File: src/hw/rtl/wrsf_pkg.sv
// Shared types and constants of the windowed RMS and standard deviation block.
package wrsf_pkg;

   localparam int SAMPLE_W = 16;
   localparam int OUT_W = 20;
   localparam int AXES = 3;
   localparam int AXIS_W = 2;
   localparam int ROOT_W = 20;
   localparam int ROOT_ARG_W = 2 * ROOT_W;
   localparam int WINDOW_LEN_DEFAULT = 64;

   // One accelerometer sample.
   typedef struct packed {
      logic signed [SAMPLE_W-1:0] accel_x;
      logic signed [SAMPLE_W-1:0] accel_y;
      logic signed [SAMPLE_W-1:0] accel_z;
   } req_payload_type;

   // One window result.
   typedef struct packed {
      logic [OUT_W-1:0] rms_x;
      logic [OUT_W-1:0] rms_y;
      logic [OUT_W-1:0] rms_z;
      logic [OUT_W-1:0] std_x;
      logic [OUT_W-1:0] std_y;
      logic [OUT_W-1:0] std_z;
   } rsp_payload_type;

   // Sequencer states.
   typedef enum logic [2:0] {
      ST_IDLE,
      ST_MUL,
      ST_ADD,
      ST_S1MUL,
      ST_RMS_START,
      ST_RMS_WAIT,
      ST_STD_WAIT,
      ST_OUT
   } state_type;

   // Command to the square root unit.
   typedef struct packed {
      logic                  start;
      logic [ROOT_ARG_W-1:0] arg;
   } root_req_type;

   // Status of the square root unit.
   typedef struct packed {
      logic              busy;
      logic              done;
      logic [ROOT_W-1:0] root;
   } root_rsp_type;

endpackage

File: src/hw/rtl/wrsf_if.sv
// Valid/ready channel interfaces for samples and window results.
interface wrsf_req_if import wrsf_pkg::*; ();
   logic            valid;
   logic            ready;
   req_payload_type payload;

   modport source (output valid, output payload, input ready);
   modport sink (input valid, input payload, output ready);
endinterface

interface wrsf_rsp_if import wrsf_pkg::*; ();
   logic            valid;
   logic            ready;
   rsp_payload_type payload;

   modport source (output valid, output payload, input ready);
   modport sink (input valid, input payload, output ready);
endinterface

File: src/hw/rtl/wrsf_square.sv
// Shared registered squaring unit for samples and window sums.
module wrsf_square #(
   parameter int OPERAND_W = 22
) (
   input  logic                          clock,
   input  logic signed [OPERAND_W-1:0]   operand,
   output logic signed [2*OPERAND_W-1:0] product_ff
);

   logic signed [2*OPERAND_W-1:0] product_in;

   // The square of a signed value is never negative.
   assign product_in = operand * operand;

   always_ff @(posedge clock) begin
      product_ff <= product_in;
   end

endmodule

File: src/hw/rtl/wrsf_isqrt.sv
// Bit-serial floor square root, one result bit per cycle.
module wrsf_isqrt import wrsf_pkg::*; (
   input  logic         clock,
   input  logic         reset,
   input  root_req_type root_req,
   output root_rsp_type root_rsp
);

   localparam int REM_W = ROOT_W + 3;
   localparam int STEP_W = $clog2(ROOT_W);

   logic                  busy_ff, busy_in;
   logic                  done_ff, done_in;
   logic [STEP_W-1:0]     step_ff, step_in;
   logic [REM_W-1:0]      rem_ff, rem_in;
   logic [ROOT_W-1:0]     root_ff, root_in;
   logic [ROOT_ARG_W-1:0] arg_ff, arg_in;
   logic [REM_W-1:0]      rem_shift;
   logic [REM_W-1:0]      trial;

   // Bring in the next two argument bits and try the next root bit.
   assign rem_shift = {rem_ff[REM_W-3:0], arg_ff[ROOT_ARG_W-1 -: 2]};
   assign trial = REM_W'({root_ff, 2'b01});

   always_comb begin
      busy_in = busy_ff;
      done_in = 1'b0;
      step_in = step_ff;
      rem_in = rem_ff;
      root_in = root_ff;
      arg_in = arg_ff;
      if (root_req.start) begin
         busy_in = 1'b1;
         step_in = STEP_W'(ROOT_W - 1);
         rem_in = '0;
         root_in = '0;
         arg_in = root_req.arg;
      end else if (busy_ff) begin
         arg_in = {arg_ff[ROOT_ARG_W-3:0], 2'b00};
         if (rem_shift >= trial) begin
            rem_in = rem_shift - trial;
            root_in = {root_ff[ROOT_W-2:0], 1'b1};
         end else begin
            rem_in = rem_shift;
            root_in = {root_ff[ROOT_W-2:0], 1'b0};
         end
         if (step_ff == '0) begin
            busy_in = 1'b0;
            done_in = 1'b1;
         end else begin
            step_in = step_ff - 1'b1;
         end
      end
   end

   always_ff @(posedge clock) begin
      if (reset) begin
         busy_ff <= 1'b0;
         done_ff <= 1'b0;
      end else begin
         busy_ff <= busy_in;
         done_ff <= done_in;
      end
      step_ff <= step_in;
      rem_ff <= rem_in;
      root_ff <= root_in;
      arg_ff <= arg_in;
   end

   assign root_rsp.busy = busy_ff;
   assign root_rsp.done = done_ff;
   assign root_rsp.root = root_ff;

endmodule

File: src/hw/rtl/window_rms_stddev_features.sv
// Top level: windowed per-axis RMS and standard deviation of accelerometer samples.
//
// Usage: req_chan carries one three-axis sample (signed 16-bit counts) per item.
// rsp_chan carries one item per window of WINDOW_LEN samples (a power of two):
// RMS and population standard deviation of each axis, unsigned with 4 fraction bits.
// For each accepted sample the shared squaring unit squares the three axes one
// after another and the running totals are updated; req_chan is ready again
// after that. On the last sample of a window the sequencer squares each axis
// sum and runs six roots through the bit-serial root unit, 20 steps each.
// The result sits in an output register until taken. If the receiver stalls,
// the block keeps the next result in its working registers and does not take
// a new sample until the output register is free. Reset is synchronous and
// clears the totals, the sample count and the output valid.
module window_rms_stddev_features import wrsf_pkg::*; #(
   parameter int WINDOW_LEN = WINDOW_LEN_DEFAULT
) (
   input  logic        clock,
   input  logic        reset,
   wrsf_req_if.sink    req_chan,
   wrsf_rsp_if.source  rsp_chan
);

   localparam int LOG2 = $clog2(WINDOW_LEN);
   localparam int SUM_W = SAMPLE_W + LOG2;
   localparam int SQ_W = 2 * SAMPLE_W - 1 + LOG2;
   localparam int PROD_W = 2 * SUM_W;
   localparam int DIFF_W = PROD_W + 1;

   state_type                   state_ff, state_in;
   logic [AXIS_W-1:0]           axis_ff, axis_in;
   logic [LOG2-1:0]             count_ff, count_in;
   logic signed [SAMPLE_W-1:0]  sample_ff [AXES];
   logic signed [SAMPLE_W-1:0]  sample_in [AXES];
   logic signed [SUM_W-1:0]     sum_ff [AXES];
   logic signed [SUM_W-1:0]     sum_in [AXES];
   logic [SQ_W-1:0]             sq_ff [AXES];
   logic [SQ_W-1:0]             sq_in [AXES];
   logic [ROOT_W-1:0]           rms_ff [AXES];
   logic [ROOT_W-1:0]           rms_in [AXES];
   logic [ROOT_W-1:0]           std_ff [AXES];
   logic [ROOT_W-1:0]           std_in [AXES];
   logic [ROOT_ARG_W-1:0]       std_arg_ff, std_arg_in;
   logic                        rsp_valid_ff, rsp_valid_in;
   rsp_payload_type             rsp_data_ff, rsp_data_in;

   logic signed [SAMPLE_W-1:0]  sample_sel;
   logic signed [SUM_W-1:0]     sq_operand;
   logic signed [PROD_W-1:0]    product_ff;
   logic [PROD_W-1:0]           ns2_ext;
   logic signed [DIFF_W-1:0]    diff_full;
   logic [PROD_W-1:0]           diff_pos;
   logic [PROD_W+7:0]           std_wide;
   logic [SQ_W+7:0]             rms_wide;
   logic                        last_axis;
   logic                        last_sample;
   logic                        out_free;
   root_req_type                root_req;
   root_rsp_type                root_rsp;

   // Shared squaring unit: samples during accumulation, sums at window end.
   assign sample_sel = sample_ff[axis_ff];
   assign sq_operand = (state_ff == ST_MUL) ? SUM_W'(sample_sel) : sum_ff[axis_ff];

   wrsf_square #(
      .OPERAND_W (SUM_W)
   ) u_square (
      .clock      (clock),
      .operand    (sq_operand),
      .product_ff (product_ff)
   );

   wrsf_isqrt u_isqrt (
      .clock    (clock),
      .reset    (reset),
      .root_req (root_req),
      .root_rsp (root_rsp)
   );

   // Root arguments: 256*S2/N and 256*(N*S2 - S1*S1)/N^2, both by shifts.
   assign ns2_ext = PROD_W'({sq_ff[axis_ff], {LOG2{1'b0}}});
   assign diff_full = $signed({1'b0, ns2_ext}) - $signed({product_ff[PROD_W-1], product_ff});
   assign diff_pos = diff_full[DIFF_W-1] ? '0 : diff_full[PROD_W-1:0];
   assign std_wide = {diff_pos, 8'b0} >> (2 * LOG2);
   assign rms_wide = {sq_ff[axis_ff], 8'b0} >> LOG2;

   assign last_axis = (axis_ff == AXIS_W'(AXES - 1));
   assign last_sample = (count_ff == LOG2'(WINDOW_LEN - 1));
   assign out_free = !rsp_valid_ff || rsp_chan.ready;

   assign req_chan.ready = (state_ff == ST_IDLE);
   assign rsp_chan.valid = rsp_valid_ff;
   assign rsp_chan.payload = rsp_data_ff;

   // Sequencer: next state and datapath updates.
   always_comb begin
      state_in = state_ff;
      axis_in = axis_ff;
      count_in = count_ff;
      sample_in = sample_ff;
      sum_in = sum_ff;
      sq_in = sq_ff;
      rms_in = rms_ff;
      std_in = std_ff;
      std_arg_in = std_arg_ff;
      rsp_valid_in = rsp_valid_ff && !rsp_chan.ready;
      rsp_data_in = rsp_data_ff;
      root_req.start = 1'b0;
      root_req.arg = rms_wide[ROOT_ARG_W-1:0];
      case (state_ff)
         ST_IDLE: begin
            if (req_chan.valid) begin
               sample_in[0] = req_chan.payload.accel_x;
               sample_in[1] = req_chan.payload.accel_y;
               sample_in[2] = req_chan.payload.accel_z;
               axis_in = '0;
               state_in = ST_MUL;
            end
         end
         ST_MUL: begin
            state_in = ST_ADD;
         end
         ST_ADD: begin
            sum_in[axis_ff] = sum_ff[axis_ff] + SUM_W'(sample_sel);
            sq_in[axis_ff] = sq_ff[axis_ff] + product_ff[SQ_W-1:0];
            if (!last_axis) begin
               axis_in = axis_ff + 1'b1;
               state_in = ST_MUL;
            end else if (last_sample) begin
               axis_in = '0;
               state_in = ST_S1MUL;
            end else begin
               count_in = count_ff + 1'b1;
               state_in = ST_IDLE;
            end
         end
         ST_S1MUL: begin
            state_in = ST_RMS_START;
         end
         ST_RMS_START: begin
            root_req.start = 1'b1;
            std_arg_in = std_wide[ROOT_ARG_W-1:0];
            state_in = ST_RMS_WAIT;
         end
         ST_RMS_WAIT: begin
            if (root_rsp.done) begin
               rms_in[axis_ff] = root_rsp.root;
               root_req.start = 1'b1;
               root_req.arg = std_arg_ff;
               state_in = ST_STD_WAIT;
            end
         end
         ST_STD_WAIT: begin
            if (root_rsp.done) begin
               std_in[axis_ff] = root_rsp.root;
               if (last_axis) begin
                  state_in = ST_OUT;
               end else begin
                  axis_in = axis_ff + 1'b1;
                  state_in = ST_S1MUL;
               end
            end
         end
         ST_OUT: begin
            if (out_free) begin
               rsp_valid_in = 1'b1;
               rsp_data_in.rms_x = rms_ff[0];
               rsp_data_in.rms_y = rms_ff[1];
               rsp_data_in.rms_z = rms_ff[2];
               rsp_data_in.std_x = std_ff[0];
               rsp_data_in.std_y = std_ff[1];
               rsp_data_in.std_z = std_ff[2];
               for (int a = 0; a < AXES; a++) begin
                  sum_in[a] = '0;
                  sq_in[a] = '0;
               end
               count_in = '0;
               state_in = ST_IDLE;
            end
         end
         default: begin
            state_in = ST_IDLE;
         end
      endcase
   end

   // State register.
   always_ff @(posedge clock) begin
      if (reset) begin
         state_ff <= ST_IDLE;
      end else begin
         state_ff <= state_in;
      end
   end

   // Totals, count and output valid are cleared at reset; payload is not.
   always_ff @(posedge clock) begin
      if (reset) begin
         axis_ff <= '0;
         count_ff <= '0;
         rsp_valid_ff <= 1'b0;
         for (int a = 0; a < AXES; a++) begin
            sum_ff[a] <= '0;
            sq_ff[a] <= '0;
         end
      end else begin
         axis_ff <= axis_in;
         count_ff <= count_in;
         rsp_valid_ff <= rsp_valid_in;
         sum_ff <= sum_in;
         sq_ff <= sq_in;
      end
      sample_ff <= sample_in;
      rms_ff <= rms_in;
      std_ff <= std_in;
      std_arg_ff <= std_arg_in;
      rsp_data_ff <= rsp_data_in;
   end

`ifndef NO_ASSERTIONS
   // An accepted item always starts the squaring sequence.
   a_accept_starts: assert property (@(posedge clock) disable iff (reset)
      (req_chan.valid && req_chan.ready) |=> (state_ff == ST_MUL && axis_ff == '0))
      else $error("accepted item did not start the squaring sequence");

   // The root unit is never restarted while it is still iterating.
   a_root_no_overlap: assert property (@(posedge clock) disable iff (reset)
      root_req.start |-> !root_rsp.busy)
      else $error("root unit started while busy");

   // A finished root is only seen while the sequencer waits for it.
   a_root_done_waited: assert property (@(posedge clock) disable iff (reset)
      root_rsp.done |-> (state_ff == ST_RMS_WAIT || state_ff == ST_STD_WAIT))
      else $error("root finished outside a wait state");

   // Loading a result clears the window and returns to idle.
   a_result_clears: assert property (@(posedge clock) disable iff (reset)
      (state_ff == ST_OUT && out_free) |=>
         (rsp_valid_ff && count_ff == '0 && state_ff == ST_IDLE))
      else $error("result load did not clear the window");
`endif

endmodule

File: src/flat_wrapper.sv
// flat-port wrapper written by rule: the top's interface ports become plain ports
module window_rms_stddev_features_flat import wrsf_pkg::*;
#(
   parameter int WINDOW_LEN = WINDOW_LEN_DEFAULT
)
  (clock, reset, req_chan_valid, req_chan_payload, req_chan_ready, rsp_chan_valid, rsp_chan_payload, rsp_chan_ready);
  wrsf_req_if req_chan_i ();
  wrsf_rsp_if rsp_chan_i ();
  input  logic clock;
  input  logic reset;
  input wire logic [$bits(req_chan_i.valid)-1:0] req_chan_valid;
  input wire logic [$bits(req_chan_i.payload)-1:0] req_chan_payload;
  output wire logic [$bits(req_chan_i.ready)-1:0] req_chan_ready;
  output wire logic [$bits(rsp_chan_i.valid)-1:0] rsp_chan_valid;
  output wire logic [$bits(rsp_chan_i.payload)-1:0] rsp_chan_payload;
  input wire logic [$bits(rsp_chan_i.ready)-1:0] rsp_chan_ready;
  assign req_chan_i.valid = req_chan_valid;
  assign req_chan_i.payload = req_chan_payload;
  assign req_chan_ready = req_chan_i.ready;
  assign rsp_chan_valid = rsp_chan_i.valid;
  assign rsp_chan_payload = rsp_chan_i.payload;
  assign rsp_chan_i.ready = rsp_chan_ready;
  window_rms_stddev_features #(.WINDOW_LEN(WINDOW_LEN)) u_core (.clock(clock), .reset(reset), .req_chan(req_chan_i), .rsp_chan(rsp_chan_i));
endmodule
File: config.mk
export PLATFORM = sky130hd
export DESIGN_NAME = window_rms_stddev_features_flat
export DESIGN_NICKNAME = d
export VERILOG_FILES = /design/src/hw/rtl/wrsf_pkg.sv /design/src/hw/rtl/wrsf_if.sv /design/src/hw/rtl/wrsf_square.sv /design/src/hw/rtl/wrsf_isqrt.sv /design/src/hw/rtl/window_rms_stddev_features.sv /design/src/flat_wrapper.sv
export SDC_FILE = /design/constraint.sdc
export NUM_CORES = 2
export LEC_CHECK = 0
export ABC_AREA = 1
export BUFFER_PORTS_ARGS = -buffer_cell sky130_fd_sc_hd__buf_4
export CAP_MARGIN = 0
export CORE_MARGIN = 1
export CORE_UTILIZATION = 30
export DETAILED_ROUTE_END_ITERATION = 7
export PLACE_DENSITY = 0.5
export SLEW_MARGIN = 20
export SYNTH_ARGS = -nofsm -noshare
export SYNTH_HDL_FRONTEND = slang
export SYNTH_SLANG_ARGS = --single-unit
File: constraint.sdc
create_clock -name clock -period 14.2 [get_ports clock]
set_clock_uncertainty 0.05 [all_clocks]
set_input_delay 1.42 -clock clock [delete_from_list [all_inputs] [get_ports clock]]
set_output_delay 1.42 -clock clock [all_outputs]
set_load 0.1 [all_outputs]
* Yosys cells after proc, flatten, opt, wreduce, memory -nomap -nowiden
Index checks and enable logic that the tools add are counted.
Storage, ports and cells: flip-flop bits (word level) 649, logic and storage cells 139, bits of input ports 52
Operators by class: magnitude comparators 3, add/sub/neg operators 7, $mul 1, multiplexer cells 55, equality and inequality tests 17, bitwise logic cells 3, reduce and logical (&&, ||, !) cells 20
Operators by type and width (number):
- one-hot mux 111 bit (2 select lines) | 1
- one-hot mux 66 bit (2 select lines) | 1
- bitwise mux 60 bit | 2
- 2-to-1 mux 40 bit | 3
- bitwise mux 111 bit | 1
- 2-to-1 mux 111 bit | 1
- 2-to-1 mux 37 bit | 3
- 2-to-1 mux 22 bit | 4
- binary-select mux 37 bit (select 2 bit) | 1
- demux 37 bit (select 2 bit) | 1
- bitwise mux 66 bit | 1
- 2-to-1 mux 66 bit | 1
- subtractor 44 x 44 -> 45 bit | 1
- binary-select mux 22 bit (select 2 bit) | 1
- demux 22 bit (select 2 bit) | 1
- multiplier 22 x 22 -> 44 bit | 1
- 2-to-1 mux 41 bit | 1
- demux 20 bit (select 2 bit) | 1
- adder 37 bit | 1
- binary-select mux 16 bit (select 2 bit) | 1
- 2-to-1 mux 16 bit | 2
- one-hot mux 3 bit (8 select lines) | 1
- greater-or-equal comparator 23 x 22 -> 1 bit | 1
- adder 22 x 16 -> 22 bit | 1
- 36 further kinds | 73

* Depth between registers and ports, before layout
depth after elaboration 7, depth in mapped cells 39, mapped depth without buffers 36

* Cells and area by module
Synthesis repeated with hierarchy kept, for this count alone.
Unflattened totals: cell total of the unflattened synthesis 6006, area, all modules 49711.4 sq um
By module, submodules not included:
- window_rms_stddev_features | cells each 3044, instances 1, seq. area each 13633.1 sq um, area each 26116.3 sq um
- wrsf_square | cells each 2224, instances 1, seq. area each 860.8 sq um, area each 18297.5 sq um
- wrsf_isqrt | cells each 738, instances 1, seq. area each 2162.1 sq um, area each 5297.6 sq um

* Worst setup path before layout
No wires, ideal clock.
path kind register to register, start point register u_core.axis_ff[0], end point register u_core.u_square.product_ff[41], slack 6680 ps, stages on the path, launching flop included 30, required time 14078 ps, clock period less this slack 7520 ps, path buffers 2, arrival 7398 ps, path through dfxtp_1 > buf_4 > o21ai_0 > o21ai_1 > nand2_2 > nand2_2 > buf_2 > nand2_1 > fa_1 > inv_1 > fa_1 > fa_1 > inv_1 > fa_1 > inv_1 > fa_1 > fa_1 > inv_1 > fa_1 > inv_1 > ha_1 > nand2_1 > nor2_1 > inv_1 > nor2_1 > inv_1 > nor4_1 > nand2_1 > o211ai_1 > xor2_1
On the way: word-level cells in the longest chain between the ends 6, elaborated cells on any way between the ends 9, classes of those cells 1 x mul; 7 x mux; 1 x bitwise
RTL lines:
- from (decl) | line window_rms_stddev_features.sv:30 | logic [AXIS_W-1:0] axis_ff, axis_in;
- from (signal assigned) | line window_rms_stddev_features.sv:206 | axis_ff <= axis_in;
- NOT 2 -> 3 bit (not written as such) * | line window_rms_stddev_features.sv:61, window_rms_stddev_features.sv:62
- binary-select mux 22 bit (select 2 bit) or binary-select mux 16 bit (select 2 bit) (tied branches) | line window_rms_stddev_features.sv:62, window_rms_stddev_features.sv:61
- 2-to-1 mux 22 bit (not written as such) or 2-to-1 mux 16 bit (tied branches) (2 in series) | line window_rms_stddev_features.sv:62, window_rms_stddev_features.sv:61
- 2-to-1 mux 22 bit * | line window_rms_stddev_features.sv:62 | assign sq_operand = (state_ff == ST_MUL) ? SUM_W'(sample_sel) : sum_ff[axis_ff];
- multiplier 22 x 22 -> 44 bit * | line wrsf_square.sv:13 | assign product_in = operand * operand;
- via u_core.u_square.product_in[41] | line wrsf_square.sv:10 | logic signed [2*OPERAND_W-1:0] product_in;
- to (signal assigned) | line wrsf_square.sv:16 | product_ff <= product_in;
- to (decl) | line wrsf_square.sv:7 | output logic signed [2*OPERAND_W-1:0] product_ff
The timed path passes the listed nets; every way through them passes the cells marked *. The select of a mux whose other input is x is not followed. A chain may end at the register's enable or synchronous reset.

* Worst setup path in the final report
start point register u_core.axis_ff[1], end point register u_core.u_square.product_ff[35]
The elaborated chain is that of the path after synthesis.

==> run metrics <==
CP Max Fanout=42; # fillers=16500; IO buf count=173; Nets=6545; starting density of the core=30.3%; Post-Syn Area=48000 um2; initial antenna violation count=0; Post-synth EDFFs=368; Routed WL=148000 um; Die Wd=402 um; clock root buffer=clkbuf_16; PostCTS Resize Cnt=0; hold_buf cts=0; top cells by area, synth=edfxtp_1 (23%), fa_1 (19%), dfxtp_1 (12%); DRC violations left=0; hold path cells=0; CP endpoint kind=flop; asr flop ratio synth=0%; predominant post-synthesis flop cell=edfxtp_1; antenna-violating nets left=0; DIE HEIGHT=402 um; Most common cell on crit path=fa_1; final antenna diode count=0; Core ar.=159000 um2; drt initial violations=2658; Synth cell types=58; H-tree Lvls=3; slew margin rel.=26.8%; Die ar.=162000 um2; clk buf depth=3; Gate Count Post-Synth=5633; CTS clock-pin slew for the worst setup and hold paths=60 ps; post-CTS setup buffers=0; RD Place Congestion=0.949; kind of critical path=reg -> reg; gr usage total=18.3%; number of global-route vias before repair=38400; I/O pins=174; Mapped Nets=6407; synth warn=0; Rows=146; Worst setup SP type=flop; Clock Latency Late Sink=640 ps; area grow syn2layout=12.6%; Reg area=16700 um2; DR pass1 iterations=6; CTS tree=yes; Yosys top cell area share=23.0%; Synth Register Bits=648; Max Fclk=102 MHz; Tcrit/Tclk final=69.4%; Mapped Avg Cell Area=8.53 um2; Worst Tran Pin Value=1090 ps; total number of vias=37500; Vias/cell=4.74; post-synth top area cell=edfxtp_1; Hold WC Path Type=reg -> reg; largest net degree at the start of global routing=107; Worst EP arrival=10320 ps; Final setup viols=0; Register-to-Register Path Depth=28; min cycle time layout=9850 ps; max-cap check violation count=0; total clock buffers created by CTS=74; CTS sink cnt=648; slowest CP cell=nand2_2; run status=completed; footprint of the multi-input gates=26700 um2; hpwl dp=114000 um; wire per inst=18.8 um; sequential area share after synthesis=34.7%; TNS Setup=0 ps; Final Hold Viols=0; RSZ-0062 raised after global routing=false; max-slew violation count=0; most frequent cell after synthesis=nand2_1; first-pass GRT wire length=231000 um; Worst Path Required=14670 ps; most instantiated cells after synthesis=nand2_1 (1165), inv_1 (1029), nor2_1 (512), fa_1 (460), a21oi_1 (428); biggest cell delay along the critical path=790 ps; share of layout cells above drive strength 1=6.98%; GRT overflow=0
==> layout by cell type (no fill, tap or decap), types with 13 or more instances in the layout <==
cell / count
or2_2: 13
and2_1: 13
xor2_1: 72
a21o_1: 19
clkbuf_16: 74
nor4_1: 15
inv_2: 16
a21oi_1: 428
clkbuf_1: 14
o21ai_0: 284
nor3_1: 35
nand4_1: 33
nand3_1: 226
nand3b_1: 26
xnor2_1: 33
edfxtp_1: 368
o21bai_1: 24
dfxtp_1: 279
fa_1: 460
nand2_1: 1165
ha_1: 262
buf_4: 222
inv_1: 1028
o21ai_1: 42
a22oi_1: 20
a31oi_1: 22
nor2_1: 499
==> path summary, 6_finish.rpt <==
kind	startpoint	end	slack, ps
worst max-delay path	u_core.axis_ff[1]	u_core.u_square.product_ff[35]	4350
worst min-delay path	u_core.std_ff[32]	u_core.rsp_chan.payload[32]	360
worst max register to register	u_core.axis_ff[1]	u_core.u_square.product_ff[35]	4350
worst min register to register	u_core.std_ff[32]	u_core.rsp_chan.payload[32]	360
==> layout make-up <==
cell class                 instances  area share, %
inverter                        1046           7.26
sequential                       648           30.8
clock inverter                    44           1.06
tap                             2072           4.79
timing repair buffer             223           3.10
multi-input combinational       3778           49.4
clock buffer                      90           3.57
==> flip-flops by register name (all words and copies together), names as in the netlist, 40 cells and up <==
name and flops:
u_core.sample_ff 48, u_core.std_arg_ff 40, u_core.sq_ff 111, u_core.rms_ff 60
u_core.u_isqrt.arg_ff 40, u_core.std_ff 60, u_core.rsp_chan.payload 120, u_core.sum_ff 66
u_core.u_square.product_ff 43
==> worst max-delay path: cells and delay by family, from the launching register on <==
family	cells	cell delay, ps
flip-flops	1	330
AND/OR/NAND/NOR	6	2070
adder cells (fa/ha/maj)	8	4130
XOR/XNOR	1	270
AO/OA/AOI/OAI	4	1290
buffers and inverters	9	1540
==> cell families (layout without fill, tap and decap cells) <==
kind of cell    count (synthesis)  after routing  share of synthesized area, %
mux                             2              2                        0.0677
buf+inv                      1207           1403                          9.85
fa+ha+maj                     722            722                          26.0
compound gates                884            884                          9.87
flops                         648            648                          34.7
simple gates                 2065           2065                          17.6
xor+xnor                      105            105                          1.91
==> per-layer routing <==
layer	track usage, %	up-vias	wire, um
li1	-	18100	-
met2	30.9	919	69700
met1	24.9	18300	68500
met4	4.77	0	3490
met5	0	-	0
met3	1.86	163	6560
==> through the flow <==
stage | worst slack (ps) | cells | hold slack (ps) | area, um2 | utilization [%]
5_1_grt | 3750 | 7901 | 368 | 54100 | 34.1
6_report | 4350 | 7901 | 363 | 54100 | 34.1
2_1_floorplan | 6680 | 5633 | 350 | 48000 | -
4_1_cts | 4310 | 7901 | 353 | 54100 | 34.1
3_3_place_gp | 4350 | 7767 | 350 | 51600 | 32.5
3_5_place_dp | 4340 | 7767 | 355 | 51600 | 32.5
Power is not shown: default switching activity piles up to over one toggle a cycle in this logic, so the estimate is an artifact.
